==> config.mk <==
export PLATFORM = sky130hd
export DESIGN_NAME = bounded_double_ended_queue
export DESIGN_NICKNAME = d
export VERILOG_FILES = /design/src/bdeq_pkg.sv /design/src/bounded_double_ended_queue.sv /design/src/bdeq_ram.sv /design/src/bdeq_ptr.sv
export SDC_FILE = /design/constraint.sdc
export NUM_CORES = 1
export LEC_CHECK = 0
export BUFFER_PORTS_ARGS = -buffer_cell sky130_fd_sc_hd__buf_2
export CORE_MARGIN = 2
export CORE_UTILIZATION = 40
export DETAILED_ROUTE_END_ITERATION = 7
export PLACE_DENSITY = 0.55
export SLEW_MARGIN = 25
export SYNTH_ARGS = -nofsm -noshare
export SYNTH_HDL_FRONTEND = slang
export SYNTH_SLANG_ARGS = --single-unit
==> constraint.sdc <==
create_clock -name clk_i -period 5.2 [get_ports clk_i]
set_clock_uncertainty 0.05 [all_clocks]
set_input_delay 0.78 -clock clk_i [delete_from_list [all_inputs] [get_ports clk_i]]
set_output_delay 0.78 -clock clk_i [all_outputs]
set_load 0.02 [all_outputs]
==> src/bdeq_pkg.sv <==
// shared types, constants and index helpers for the bounded double-ended queue
package bdeq_pkg;

  localparam int Depth = 16;
  localparam int DataW = 32;
  localparam int IdxW  = (Depth > 1) ? $clog2(Depth) : 1;
  localparam int CntW  = $clog2(Depth + 1);
  localparam int CapW  = 5;
  localparam int ActW  = 3;
  localparam int OutCntW = 5;

  localparam logic [ActW-1:0] ActInsFront = 3'd0;
  localparam logic [ActW-1:0] ActInsRear  = 3'd1;
  localparam logic [ActW-1:0] ActDelFront = 3'd2;
  localparam logic [ActW-1:0] ActDelRear  = 3'd3;
  localparam logic [ActW-1:0] ActNop      = 3'd4;

  localparam logic [CapW-1:0] CapReset = 5'd16;

  typedef struct packed {
    logic [ActW-1:0]         action;
    logic signed [DataW-1:0] value;
  } in_t;

  typedef struct packed {
    logic                    ok;
    logic signed [DataW-1:0] front_value;
    logic signed [DataW-1:0] rear_value;
    logic                    is_empty;
    logic                    is_full;
    logic [OutCntW-1:0]      count;
  } out_t;

  // pointer update produced for one transaction
  typedef struct packed {
    logic            ok;
    logic            wr_en;
    logic [IdxW-1:0] wr_addr;
    logic [IdxW-1:0] head_nxt;
    logic [CntW-1:0] cnt_nxt;
  } ptr_upd_t;

  typedef enum logic [4:0] {
    StIdle = 5'b00001,
    StExec = 5'b00010,
    StRdF  = 5'b00100,
    StRdR  = 5'b01000,
    StDone = 5'b10000
  } state_e;

  // ring index plus offset, wrapped at Depth (offset never above Depth)
  function automatic logic [IdxW-1:0] idx_add(input logic [IdxW-1:0] base,
                                              input logic [CntW-1:0] off);
    logic [CntW:0] sum;
    sum = (CntW+1)'(base) + (CntW+1)'(off);
    if (sum >= (CntW+1)'(Depth)) begin
      sum = sum - (CntW+1)'(Depth);
    end
    return sum[IdxW-1:0];
  endfunction

endpackage

==> src/bounded_double_ended_queue.sv <==
// top level: bounded double-ended queue over a ring buffer in one ram
// A bounded deque of signed 32-bit words kept in a 16-entry ring buffer ram with a head
// index and an entry count in flops. Each input transaction carries an action (insert
// front, insert rear, delete front, delete rear, no operation) and a word; each yields
// exactly one result transaction with the ok flag, the front and rear words after the
// action (all ones when empty), empty and full flags and the count. One item is handled
// at a time: after acceptance it passes the update and write, the read of the front slot,
// the read of the rear slot through the single registered ram read port, then result
// assembly, which loads the output register once that is free. The next item is accepted
// when the block is back in idle.
// The output register lets the next item be accepted while a result still waits.
// The capacity register (reset 16, its effective value saturated to the ram depth)
// is written through the config channel, which is always ready; write it only while idle.
// No clearing pass after reset: only slots inside the live window reach a result.
module bounded_double_ended_queue (
  input  logic                       clk_i,
  input  logic                       rst_ni,
  input  logic                       in_valid_i,
  output logic                       in_stall_o,
  input  bdeq_pkg::in_t              in_data_i,
  output logic                       out_valid_o,
  input  logic                       out_stall_i,
  output bdeq_pkg::out_t             out_data_o,
  input  logic                       cfg_valid_i,
  output logic                       cfg_ready_o,
  input  logic [bdeq_pkg::CapW-1:0]  cfg_data_i
);

  bdeq_pkg::state_e state_q, state_d;

  logic [bdeq_pkg::ActW-1:0]  act_q, act_d;
  logic [bdeq_pkg::DataW-1:0] val_q, val_d;
  logic [bdeq_pkg::IdxW-1:0]  head_q, head_d;
  logic [bdeq_pkg::CntW-1:0]  cnt_q, cnt_d;
  logic [bdeq_pkg::CapW-1:0]  cap_q, cap_d;
  logic                       ok_q, ok_d;
  logic [bdeq_pkg::DataW-1:0] front_q, front_d;
  logic                       out_valid_q, out_valid_d;
  bdeq_pkg::out_t             out_data_q, out_data_d;

  logic [bdeq_pkg::CntW-1:0]  cap_eff;
  bdeq_pkg::ptr_upd_t         upd;

  logic                       in_accept;
  logic                       out_free;
  logic                       ram_we;
  logic                       ram_re;
  logic [bdeq_pkg::IdxW-1:0]  ram_raddr;
  logic [bdeq_pkg::DataW-1:0] ram_rdata;

  // capacity saturates at the ram depth
  assign cap_eff = (int'(cap_q) > bdeq_pkg::Depth) ? bdeq_pkg::CntW'(bdeq_pkg::Depth)
                                                   : bdeq_pkg::CntW'(cap_q);

  bdeq_ptr u_ptr (
    .action_i (act_q),
    .head_i   (head_q),
    .cnt_i    (cnt_q),
    .cap_i    (cap_eff),
    .upd_o    (upd)
  );

  bdeq_ram #(
    .Width (bdeq_pkg::DataW),
    .Depth (bdeq_pkg::Depth)
  ) u_ram (
    .clk_i   (clk_i),
    .we_i    (ram_we),
    .waddr_i (upd.wr_addr),
    .wdata_i (val_q),
    .re_i    (ram_re),
    .raddr_i (ram_raddr),
    .rdata_o (ram_rdata)
  );

  assign in_stall_o  = state_q != bdeq_pkg::StIdle;
  assign in_accept   = in_valid_i && !in_stall_o;
  assign cfg_ready_o = 1'b1;
  assign out_free    = !out_valid_q || !out_stall_i;
  assign out_valid_o = out_valid_q;
  assign out_data_o  = out_data_q;

  // the write happens in the update state, both reads come after it, so no
  // read ever overlaps a write of the same transaction
  assign ram_we = (state_q == bdeq_pkg::StExec) && upd.wr_en;
  assign ram_re = (state_q == bdeq_pkg::StRdF) || (state_q == bdeq_pkg::StRdR);

  always_comb begin
    if (state_q == bdeq_pkg::StRdR) begin
      // rear slot sits count-1 past the head
      ram_raddr = bdeq_pkg::idx_add(head_q, cnt_q - 1'b1);
    end else begin
      ram_raddr = head_q;
    end
  end

  always_comb begin
    state_d     = state_q;
    act_d       = act_q;
    val_d       = val_q;
    head_d      = head_q;
    cnt_d       = cnt_q;
    cap_d       = cap_q;
    ok_d        = ok_q;
    front_d     = front_q;
    out_valid_d = out_valid_q;
    out_data_d  = out_data_q;

    if (cfg_valid_i && cfg_ready_o) begin
      cap_d = cfg_data_i;
    end

    // result taken downstream
    if (out_valid_q && !out_stall_i) begin
      out_valid_d = 1'b0;
    end

    unique case (state_q)
      bdeq_pkg::StIdle: begin
        if (in_accept) begin
          act_d   = in_data_i.action;
          val_d   = in_data_i.value;
          state_d = bdeq_pkg::StExec;
        end
      end
      bdeq_pkg::StExec: begin
        head_d  = upd.head_nxt;
        cnt_d   = upd.cnt_nxt;
        ok_d    = upd.ok;
        state_d = bdeq_pkg::StRdF;
      end
      bdeq_pkg::StRdF: begin
        state_d = bdeq_pkg::StRdR;
      end
      bdeq_pkg::StRdR: begin
        // front word arrives now, rear read is in flight
        front_d = ram_rdata;
        state_d = bdeq_pkg::StDone;
      end
      bdeq_pkg::StDone: begin
        // ram read data holds while we wait for the output register
        if (out_free) begin
          out_valid_d         = 1'b1;
          out_data_d.ok       = ok_q;
          out_data_d.is_empty = cnt_q == '0;
          out_data_d.is_full  = cnt_q >= cap_eff;
          out_data_d.count    = bdeq_pkg::OutCntW'(cnt_q);
          if (cnt_q == '0) begin
            out_data_d.front_value = '1;
            out_data_d.rear_value  = '1;
          end else begin
            out_data_d.front_value = front_q;
            out_data_d.rear_value  = ram_rdata;
          end
          state_d = bdeq_pkg::StIdle;
        end
      end
      default: begin
        state_d = bdeq_pkg::StIdle;
      end
    endcase
  end

  always_ff @(posedge clk_i or negedge rst_ni) begin
    if (!rst_ni) begin
      state_q     <= bdeq_pkg::StIdle;
      head_q      <= '0;
      cnt_q       <= '0;
      cap_q       <= bdeq_pkg::CapReset;
      out_valid_q <= 1'b0;
    end else begin
      state_q     <= state_d;
      head_q      <= head_d;
      cnt_q       <= cnt_d;
      cap_q       <= cap_d;
      out_valid_q <= out_valid_d;
    end
  end

  // payload, no reset
  always_ff @(posedge clk_i) begin
    act_q      <= act_d;
    val_q      <= val_d;
    ok_q       <= ok_d;
    front_q    <= front_d;
    out_data_q <= out_data_d;
  end

  // count never passes the ring size
  a_cnt_bound: assert property (@(posedge clk_i) disable iff (!rst_ni)
    int'(cnt_q) <= bdeq_pkg::Depth)
    else $error("entry count above ring depth");

  // every ram write is an insert that grows the count by one
  a_write_grows: assert property (@(posedge clk_i) disable iff (!rst_ni)
    ram_we |=> (cnt_q == $past(cnt_q) + 1'b1))
    else $error("ram write without count increment");

  // pointers only move in the update state
  a_ptr_stable: assert property (@(posedge clk_i) disable iff (!rst_ni)
    (state_q != bdeq_pkg::StExec) |=> ($stable(head_q) && $stable(cnt_q)))
    else $error("head or count moved outside update");

  // a waiting result is never overwritten by the next one
  a_no_overwrite: assert property (@(posedge clk_i) disable iff (!rst_ni)
    (state_q == bdeq_pkg::StDone && out_valid_q && out_stall_i)
      |=> (state_q == bdeq_pkg::StDone && out_valid_q))
    else $error("result overwritten while stalled");

endmodule

==> src/bdeq_ram.sv <==
// generic single-write, single-read ram with registered read data
module bdeq_ram #(
  parameter int Width = 32,
  parameter int Depth = 16
) (
  input  logic                                      clk_i,
  input  logic                                      we_i,
  input  logic [((Depth > 1) ? $clog2(Depth) : 1)-1:0] waddr_i,
  input  logic [Width-1:0]                          wdata_i,
  input  logic                                      re_i,
  input  logic [((Depth > 1) ? $clog2(Depth) : 1)-1:0] raddr_i,
  output logic [Width-1:0]                          rdata_o
);

  logic [Width-1:0] mem_q [Depth];
  logic [Width-1:0] rdata_q;

  always_ff @(posedge clk_i) begin
    if (we_i) begin
      mem_q[waddr_i] <= wdata_i;
    end
    if (re_i) begin
      rdata_q <= mem_q[raddr_i];
    end
  end

  assign rdata_o = rdata_q;

endmodule

==> src/bdeq_ptr.sv <==
// head and count update, ok flag and write address for one operation
module bdeq_ptr (
  input  logic [bdeq_pkg::ActW-1:0] action_i,
  input  logic [bdeq_pkg::IdxW-1:0] head_i,
  input  logic [bdeq_pkg::CntW-1:0] cnt_i,
  input  logic [bdeq_pkg::CntW-1:0] cap_i,
  output bdeq_pkg::ptr_upd_t        upd_o
);

  logic has_room;
  logic has_entry;

  assign has_room  = cnt_i < cap_i;
  assign has_entry = cnt_i != '0;

  always_comb begin
    upd_o          = '0;
    upd_o.ok       = 1'b1;
    upd_o.head_nxt = head_i;
    upd_o.cnt_nxt  = cnt_i;
    upd_o.wr_addr  = head_i;
    unique case (action_i)
      bdeq_pkg::ActInsFront: begin
        if (has_room) begin
          upd_o.head_nxt = bdeq_pkg::idx_add(head_i, bdeq_pkg::CntW'(bdeq_pkg::Depth - 1));
          upd_o.wr_addr  = upd_o.head_nxt;
          upd_o.wr_en    = 1'b1;
          upd_o.cnt_nxt  = cnt_i + 1'b1;
        end else begin
          upd_o.ok = 1'b0;
        end
      end
      bdeq_pkg::ActInsRear: begin
        if (has_room) begin
          upd_o.wr_addr = bdeq_pkg::idx_add(head_i, cnt_i);
          upd_o.wr_en   = 1'b1;
          upd_o.cnt_nxt = cnt_i + 1'b1;
        end else begin
          upd_o.ok = 1'b0;
        end
      end
      bdeq_pkg::ActDelFront: begin
        if (has_entry) begin
          upd_o.head_nxt = bdeq_pkg::idx_add(head_i, bdeq_pkg::CntW'(1));
          upd_o.cnt_nxt  = cnt_i - 1'b1;
        end else begin
          upd_o.ok = 1'b0;
        end
      end
      bdeq_pkg::ActDelRear: begin
        if (has_entry) begin
          upd_o.cnt_nxt = cnt_i - 1'b1;
        end else begin
          upd_o.ok = 1'b0;
        end
      end
      default: begin
        // no operation and unused codes leave the queue alone
      end
    endcase
  end

endmodule

Word level (Yosys, flattened, before mapping)
Memory sizes are Yosys's and may differ from the RTL's. A register that Yosys moved wholly into a read port is not among the register bits.
Index checks and enable logic that the tools add are counted.

cells by class
  reduce and logical (&&, ||, !) cells = 20
  add/subtract/negate cells = 10
  order comparisons = 7
  equal/unequal tests = 15
  mux-type cells = 25

operators with widths
  cell                 number
  $mux 5               6
  $pmux 5 s5           1
  $mux 4               5
  $pmux 5 s4           1
  $sub 4x1->4 const B  4
  $mux 14              1
  $add 4x5->6          2
  $ge 6x5->1 const B   2
  $ge 5x5->1 const B   2
  $pmux 5 s2           1
  $mux 9               1
  $ne 2x1->1 const B   4
  $pmux 4 s2           1
  $mux 1               7
  $eq 3x2->1 const B   2
  $reduce_and 2->1     3
  $reduce_and 6->1     1
  $add 4x1->5 const B  1
  $add 4x4->5 const B  1
  $add 5x1->5 const B  1
  $eq 5x1->1 const B   1
  $eq 5x2->1 const B   1
  $eq 5x3->1 const B   1
  $eq 5x4->1 const B   1
  19 further kinds     26

storage, ports and cells
  memory bits (writable) = 512
  flip-flop bits (word level) = 160
  output and inout port bits = 75
  memories kept = 1
  logic and storage cells = 93
  input bits = 45

memory list
  memory       words  bits a word  rd ports  clocked after memory_dff  write ports  line            source
  u_ram.mem_q  16     32           1         1                         1            bdeq_ram.sv:15  logic [Width-1:0] mem_q [Depth];

Logic depth before layout (Yosys ltp)
Gate-level depths: netlist (run 1).

  depth after elaboration = 8
  mapped depth = 13
  mapped depth without buffers = 13

By module
A second synthesis (run 1) with hierarchy kept.

second synthesis, totals
  cells, all modules = 1,283
  area total of the unflattened synthesis = 26,819.5 µm²

by module, submodules not included
  module                      area an instance (µm²)  seq. area each (µm²)  cells each  times used
  bdeq_ram                    20,155.6                16,335.7              838         1
  bounded_double_ended_queue  5,821.8                 4,707.0               325         1
  bdeq_ptr                    842.1                   0.0                   120         1

Worst setup path before layout (run 1)
OpenSTA, ideal clock, no wires.

  kind = reg-to-reg
  start point = register state_q[3]
  end point = register out_data_q, in the netlist out_data_o[0], enable pin
  period minus slack after synthesis = 5.063 ns
  data arrival time = 4.487 ns
  buffers on the path = 1
  cell stages (with the launch flop) = 5
  setup time = 0.526 ns
  data required time = 4.624 ns
  slack = 0.137 ns
  cell sequence = dfrtp_1 clkbuf_1 nor3_1 nand3b_1 a21oi_1

on the way
  word-level cells in the longest chain between the ends = 2

RTL lines
  element                            line                               source
  start: declaration                 bounded_double_ended_queue.sv:29   bdeq_pkg::state_e state_q, state_d;
  start signal: assignment           bounded_double_ended_queue.sv:166  state_q <= bdeq_pkg::StIdle;
  start signal: assignment           bounded_double_ended_queue.sv:172  state_q <= state_d;
  $eq 5x5->1                         bounded_double_ended_queue.sv:118  unique case (state_q)
  $reduce_and 2->1 (no source line)  -
  end signal: assignment             bounded_double_ended_queue.sv:186  out_data_q <= out_data_d;
  end: declaration                   bounded_double_ended_queue.sv:39   bdeq_pkg::out_t out_data_q, out_data_d;

No other way between the ends.
A chain may end at the register's enable or synchronous reset.

Worst setup path in the final report (run 1)
  start point = register cap_q[4] (netlist name)
  end point = memory u_ram.mem_q[11][6], enable pin

on the way
  word-level cells in the longest chain between the ends = 8
  elaborated cells on any way between the ends = 9
  classes of those cells = order compare (2); mux (6); reduce/logical (1)

RTL lines
  element                                   line                               source
  start: declaration                        bounded_double_ended_queue.sv:35   logic [bdeq_pkg::CapW-1:0] cap_q, cap_d;
  start signal: assignment                  bounded_double_ended_queue.sv:169  cap_q <= bdeq_pkg::CapReset;
  start signal: assignment                  bounded_double_ended_queue.sv:175  cap_q <= cap_d;
  $gt 5x5->1                                bounded_double_ended_queue.sv:52   assign cap_eff = (int'(cap_q) > bdeq_pkg::Depth) ? bdeq_pkg::CntW'(bdeq_pkg::Depth)
  $mux 5 (*)                                bounded_double_ended_queue.sv:52
  $lt 5x5->1 (*)                            bdeq_ptr.sv:13                     assign has_room = cnt_i < cap_i;
  $mux 5 / $mux 14 (equally long branches)  bdeq_ptr.sv:34, bdeq_ptr.sv:24
  $pmux 5 s2 (*)                            bdeq_ptr.sv:22                     unique case (action_i)
  $logic_and 1x1->1                         bounded_double_ended_queue.sv:85   assign ram_we = (state_q == bdeq_pkg::StExec) && upd.wr_en;
  $mux 1                                    bdeq_ram.sv:19                     if (we_i) begin
  $mux 1 (not written as such)              bdeq_ram.sv:20                     mem_q[waddr_i] <= wdata_i;
  end: declaration                          bdeq_ram.sv:15

Every way passes the cells marked *; elsewhere a longest branch is shown, timed or not. The select of a mux whose other input is x is not followed.

==> results.yml, run 1 <==
yosys:
  ys.flop_type: "edfxtp_1"
  ys_types: 74
  synth.most_common_cell: "edfxtp_1"
  yosysTopAreaCell: "edfxtp_1"
  synth_warnings: 0
  async_reset_ff_share_pct: 2.84
  netlist_top_cells_area: "edfxtp_1 71%, mux2i_1 3.5%, mux4_2 2.0%, o221ai_1 1.8%, o22ai_1 1.7%"
  synth_fp_nets: 1864
  syn_area_mm2: 0.0290
  ys_seq_area_share_pct: 72.6
  synth_seq_cells: 704
  synthTopCellsByCount: "684 x edfxtp_1, 102 x mux2i_1, 94 x nand3_1"
  synth-edff-count: 684
  syn_area_per_cell_um2: 16.1
  synth_top_area_share_pct: 70.8
  synthCells: 1801
timing:
  slew_headroom_pct: 25.5
  setup_violations: 0
  layout_setup_ws_ns: 1.05
  rsz0062_at_grt: "no"
  fmax_ghz: 0.241
  timing.final.crit_share_pct: 79.7
  min_period_ns: 4.15
  hold_violations: 0
  fin_tns_setup_ns: 0
  tightest_slew_ns: 1.12
  final_max_slew_viol_count: 0
worst_setup_path:
  crit_path_start_kind: "register"
  cp.required_ns: 5.39
  crit_type: "reg2reg"
  arrival_ns: 4.34
  cp-end-kind: "register"
  critPathMaxFanout: 26
pwr:
  leakagePower_uw: 0.0112
  power.density_mw_per_mm2: 558
  p_seq_share_pct: 39.0
  p_clk_share_pct: 27.8
  internal_power_uw: 11800
  swShare_pct: 36.4
  finalPower_uw: 18600
  power_frac_comb_pct: 33.2
  switchingPower_uw: 6780
  peakVddDrop_uv: 1100
floorplanning:
  die_h_um: 273
  pin_count: 120
  die-area_mm2: 0.0747
  start_util_pct: 40.5
  row_count: 98
  die_w_um: 273
  coreArea_mm2: 0.0716
global_routing:
  grt-ovfl-total: 0
  antenna_found_initial: 0
  grt_pass1_wl_mm: 108
  grt_pass1_vias: 17000
  grt_max_degree: 80
  gr-usage-all-layers_pct: 19.3
route:
  detail-route-antenna-nets: 0
  drt_iter0_drc: 1585
  drt-pass1-iter-count: 5
  vias_per_cell: 5.71
  drt-total-wl_mm: 72.0
  wl_per_cell_um: 24.5
  via_count: 16800
  drc: 0
finish:
  antenna_cells: 0
  finalNetCount: 1992
  syn_to_final_growth_pct: 15.0
  fin_area_mm2: 0.0333
  drive_gt1_share_pct: 23.4
  n_fill_cell: 6200
placed_design:
  gp_congestion: 0.821
  dp_hpwl_mm: 42.6
  place_ws_ns: 1.12
  place_area_mm2: 0.0309
  port_buffers: 118
cts:
  cts_root_buffer: "clkbuf_16"
  cts_buffer_depth: 3
  ctsHoldBuffers: 0
  htreeDepth: 3
  cts_buffers: 77
  clk_latency_ns: 0.62
  cts.repair.resized: 0
  cts.clk_slew.worst_paths_ns: 0.06
  cts_tree: "done"
  cts_sinks: 704
  post_cts_buffers: 0
hold_path:
  hold_class: "in2async"
run:
  max-cap-violations: 0
run_status:
  status: "complete, no violations"
-- final cells by class --
| class | count | area (µm²) | area share (%) |
|---|---|---|---|
| sequential | 704 | 21000 | 63.1 |
| multi-input combinational | 957 | 7610 | 22.8 |
| clock buffer | 99 | 2010 | 6.03 |
| tap | 950 | 1190 | 3.56 |
| timing repair buffer | 171 | 1030 | 3.08 |
| clock inverter | 40 | 393 | 1.18 |
| inverter | 18 | 68.8 | 0.206 |
-- logic make-up (layout without fill, tap and decap cells) --
logic type / Yosys count / after routing / share of synthesized area, %
compound gates: 372 / 372 / 9.82
buf+inv: 140 / 328 / 2.12
mux: 186 / 186 / 7.79
xor+xnor: 11 / 11 / 0.358
other cells: 1 / 1 / 0.0129
fa+ha+maj: 18 / 18 / 0.829
flops: 704 / 704 / 72.6
simple gates: 369 / 369 / 6.49
-- critical path, cell delays in order, from the launching register on --
cell and delay (ns):
dfstp_2 0.52, inv_1 0.08, nand2_1 0.08, ha_1 0.24, nor2b_1 0.15, o21bai_1 0.28, nand3_1 0.31, inv_1 0.23
ha_1 0.26, o21ai_0 0.13, o21ai_0 0.13, o31ai_1 0.16, nand2_1 0.34, nor2_4 0.32, buf_4 0.47
-- routing by layer --
| layer | vias up | share of wire [%] | global-route usage, % |
|---|---|---|---|
| met5 | - | 0 | 0 |
| met4 | 0 | 1.9 | 5.54 |
| met3 | 121 | 6.5 | 2.77 |
| met2 | 649 | 47 | 31.0 |
| met1 | 8532 | 45 | 27.5 |
| li1 | 7486 | - | - |
-- stage by stage --
| stage | util [%] | hold WS (ns) | instances |
|---|---|---|---|
| after floorplan | - | 0.350 | 1801 |
| after global placement | 43.2 | 0.353 | 2800 |
| after detailed placement | 43.2 | 0.369 | 2800 |
| after CTS | 46.6 | 0.0496 | 2939 |
| after global routing | 46.6 | 0.0871 | 2939 |
| final | 46.6 | 0.0699 | 2939 |
-- power groups by stage --
stage | Clock [µW] | Combinational (µW) | Sequential [µW]
after floorplan | 0 | 4230 | 7080
after global placement | 0 | 6070 | 7340
after detailed placement | 0 | 6150 | 7370
after CTS | 5310 | 6180 | 7250
after global routing | 5540 | 6640 | 7300
final | 5180 | 6170 | 7250
-- sequential cells by signal, indices dropped and copies added, names as in the netlist --
signal / cells
u_ram.mem_q: 512
state_q: 5
cap_q: 5
u_ram.rdata_o: 32
act_q: 3
out_valid_o: 1
front_q: 32
out_data_o: 72
val_q: 32
ok_q: 1
cnt_q: 5
head_q: 4
-- layout by cell type (no fill, tap or decap), types with 17 or more instances in the layout --
cell,instances
edfxtp_1,684
buf_2,118
mux2i_1,102
nand3_1,94
o22ai_1,78
clkbuf_16,77
nand2_1,69
or2_2,67
o221ai_1,59
nor2_1,52
buf_4,50
a21oi_1,46
o21ai_0,39
a21o_1,35
a211o_1,34
mux2_2,33
nand4_1,29
mux4_2,26
mux2_1,25
o41ai_2,24
clkbuf_1,22
clkinv_1,18
nor2_4,17
-- final timing paths --
check,from,end,slack (ns),depth (start not counted)
min in group clk_i,in_data_i[2],val_q[2],0.28,1
max in group asynchronous,rst_ni,head_q[0],4.64,1
max,cap_q[4],u_ram.mem_q[11][6],1.05,14
max reg2reg,cap_q[4],u_ram.mem_q[11][6],1.05,14
min reg2reg,ok_q,out_data_o[71],0.38,0
min,rst_ni,cnt_q[1],0.07,1
Power figures use the tool's default switching activity.
==> run 2: changes to the inputs <==
==> constraint.sdc (replaced) <==
create_clock -name clk_i -period 3.48 [get_ports clk_i]
set_clock_uncertainty 0.05 [all_clocks]
set_input_delay 0.522 -clock clk_i [delete_from_list [all_inputs] [get_ports clk_i]]
set_output_delay 0.522 -clock clk_i [all_outputs]
set_load 0.02 [all_outputs]
==> results.yml, run 2 (same netlist as run 1, synthesis figures left out) <==
placed_design:
  gp_congestion: 0.801
  dp_cells: 2838
  port_buffers: 118
  dp_hpwl_mm: 43.5
  place_ws_ns: 0.0280
global_routing:
  grt_pass1_wl_mm: 107
  gr-usage-all-layers_pct: 19.2
  antenna_found_initial: 0
  grt-ovfl-total: 0
  grt_max_degree: 66
  grt_pass1_vias: 17100
timing:
  whs_ns: 0.0324
  fin_tns_setup_ns: 0
  final_max_slew_viol_count: 0
  hold_violations: 0
  timing.final.crit_share_pct: 98.6
  min_period_ns: 3.43
  slew_headroom_pct: 24.8
  rsz0062_at_grt: "yes"
  tightest_slew_ns: 1.12
  fmax_ghz: 0.291
  setup_violations: 0
  layout_setup_ws_ns: 0.0492
floorplanning:
  die-area_mm2: 0.0747
  coreArea_mm2: 0.0716
  start_util_pct: 40.5
  die_h_um: 273
  pin_count: 120
  die_w_um: 273
  row_count: 98
worst_setup_path:
  startpoint: "cnt_q[0]"
  r2r_start: "cnt_q[0]"
  critPathMaxFanout: 31
  crit_type: "reg2reg"
  worstRegToRegCells: 10
  cp.required_ns: 3.77
  cp-end-kind: "register"
  crit_path_start_kind: "register"
  arrival_ns: 3.72
route:
  wl_met2_mm: 33.9
  drc: 0
  detail-route-antenna-nets: 0
  drt-pass1-iter-count: 5
  drt_iter0_drc: 1246
  wl_per_cell_um: 24.0
  via_count: 16800
  wl_met1_mm: 32.3
  drt-total-wl_mm: 72.0
  top_layer_used: "met4"
  vias_per_cell: 5.58
  wl_met3_mm: 4.29
cts:
  htreeDepth: 3
  clk_latency_ns: 0.62
  cts_root_buffer: "clkbuf_16"
  cts.clk_slew.worst_paths_ns: 0.06
  cts_buffer_depth: 3
  cts_tree: "done"
  cts_buffers: 75
  cts_sinks: 704
finish:
  antenna_cells: 0
  syn_to_final_growth_pct: 18.3
  final_cell_mix: "684 x edfxtp_1, 118 x buf_2, 102 x mux2i_1, 94 x nand3_1, 80 x clkbuf_16"
  finalNetCount: 2055
  n_fill_cell: 6123
  stdcell_count: 3000
  fin_util_pct: 47.9
  largest_reg_flops: 512
  top_register: "u_ram.mem_q"
  drive_gt1_share_pct: 25.4
  final_common_cell: "edfxtp_1"
pwr:
  leakagePower_uw: 0.0117
  power.density_mw_per_mm2: 826
  peakVddDrop_uv: 1140
hold_path:
  hold_class: "in2reg"
  min_path_cells: 1
  hp-start: "in_data_i[3]"
run_status:
  status: "complete, no violations"
run:
  max-cap-violations: 0
-- run 2: path summary, 6_finish.rpt --
path | to | slack, ns
worst max-delay path | u_ram.rdata_o[6] | 0.05
worst min-delay path | val_q[3] | 0.03
worst max register to register | u_ram.rdata_o[6] | 0.05
max in group asynchronous | head_q[0] | 2.64
min in group asynchronous | cap_q[0] | 0.36
worst min register to register | out_data_o[71] | 0.37
-- run 2: critical path, cell delays in order, from the launching register on --
cell	delay [ns]
dfrtp_1	0.34
inv_1	0.10
ha_1	0.29
inv_1	0.10
fa_2	0.45
xnor2_2	0.36
nand4_1	0.28
a21boi_4	0.27
buf_12	0.20
o221ai_1	0.52
o41ai_2	0.17
-- run 2: what timing repair did --
| action | CTS | global route |
|---|---|---|
| hold buffers | 17 | 0 |
| setup buffers | 0 | 8 |
| resized for setup | 0 | 14 |
| endpoints found under the hold margin | 34 | 0 |
| setup endpoints to repair | 0 | 281 |
-- run 2: cell type report --
type                       count  area, µm²  share of cell area (%)
timing repair buffer         236       1940                    5.67
clock buffer                 100       2070                    6.02
clock inverter                35        324                   0.945
sequential                   704      21000                    61.4
tap                          950       1190                    3.46
multi-input combinational    957       7660                    22.3
inverter                      18       68.8                   0.201
-- run 2: metal layers --
metal  GRT usage [%]  vias to the layer above
met4            5.84                        0
met1            26.9                     8464
met5               0                        -
met3            3.08                       92
li1                -                     7617
met2            30.9                      581
-- run 2: report_power, final --
group | total [µW] | internal (µW) | switching [µW]
sequential | 10700 | 10100 | 622
clock | 7760 | 4550 | 3200
combinational | 9840 | 3640 | 6190
-- run 2: through the flow --
stage | area [µm²] | power [µW]
finish | 34300 | 28300
CTS | 34100 | 28300
floorplan | 29000 | 16900
detailed placement | 31600 | 20500
global route | 34300 | 29700
global placement | 31600 | 20400
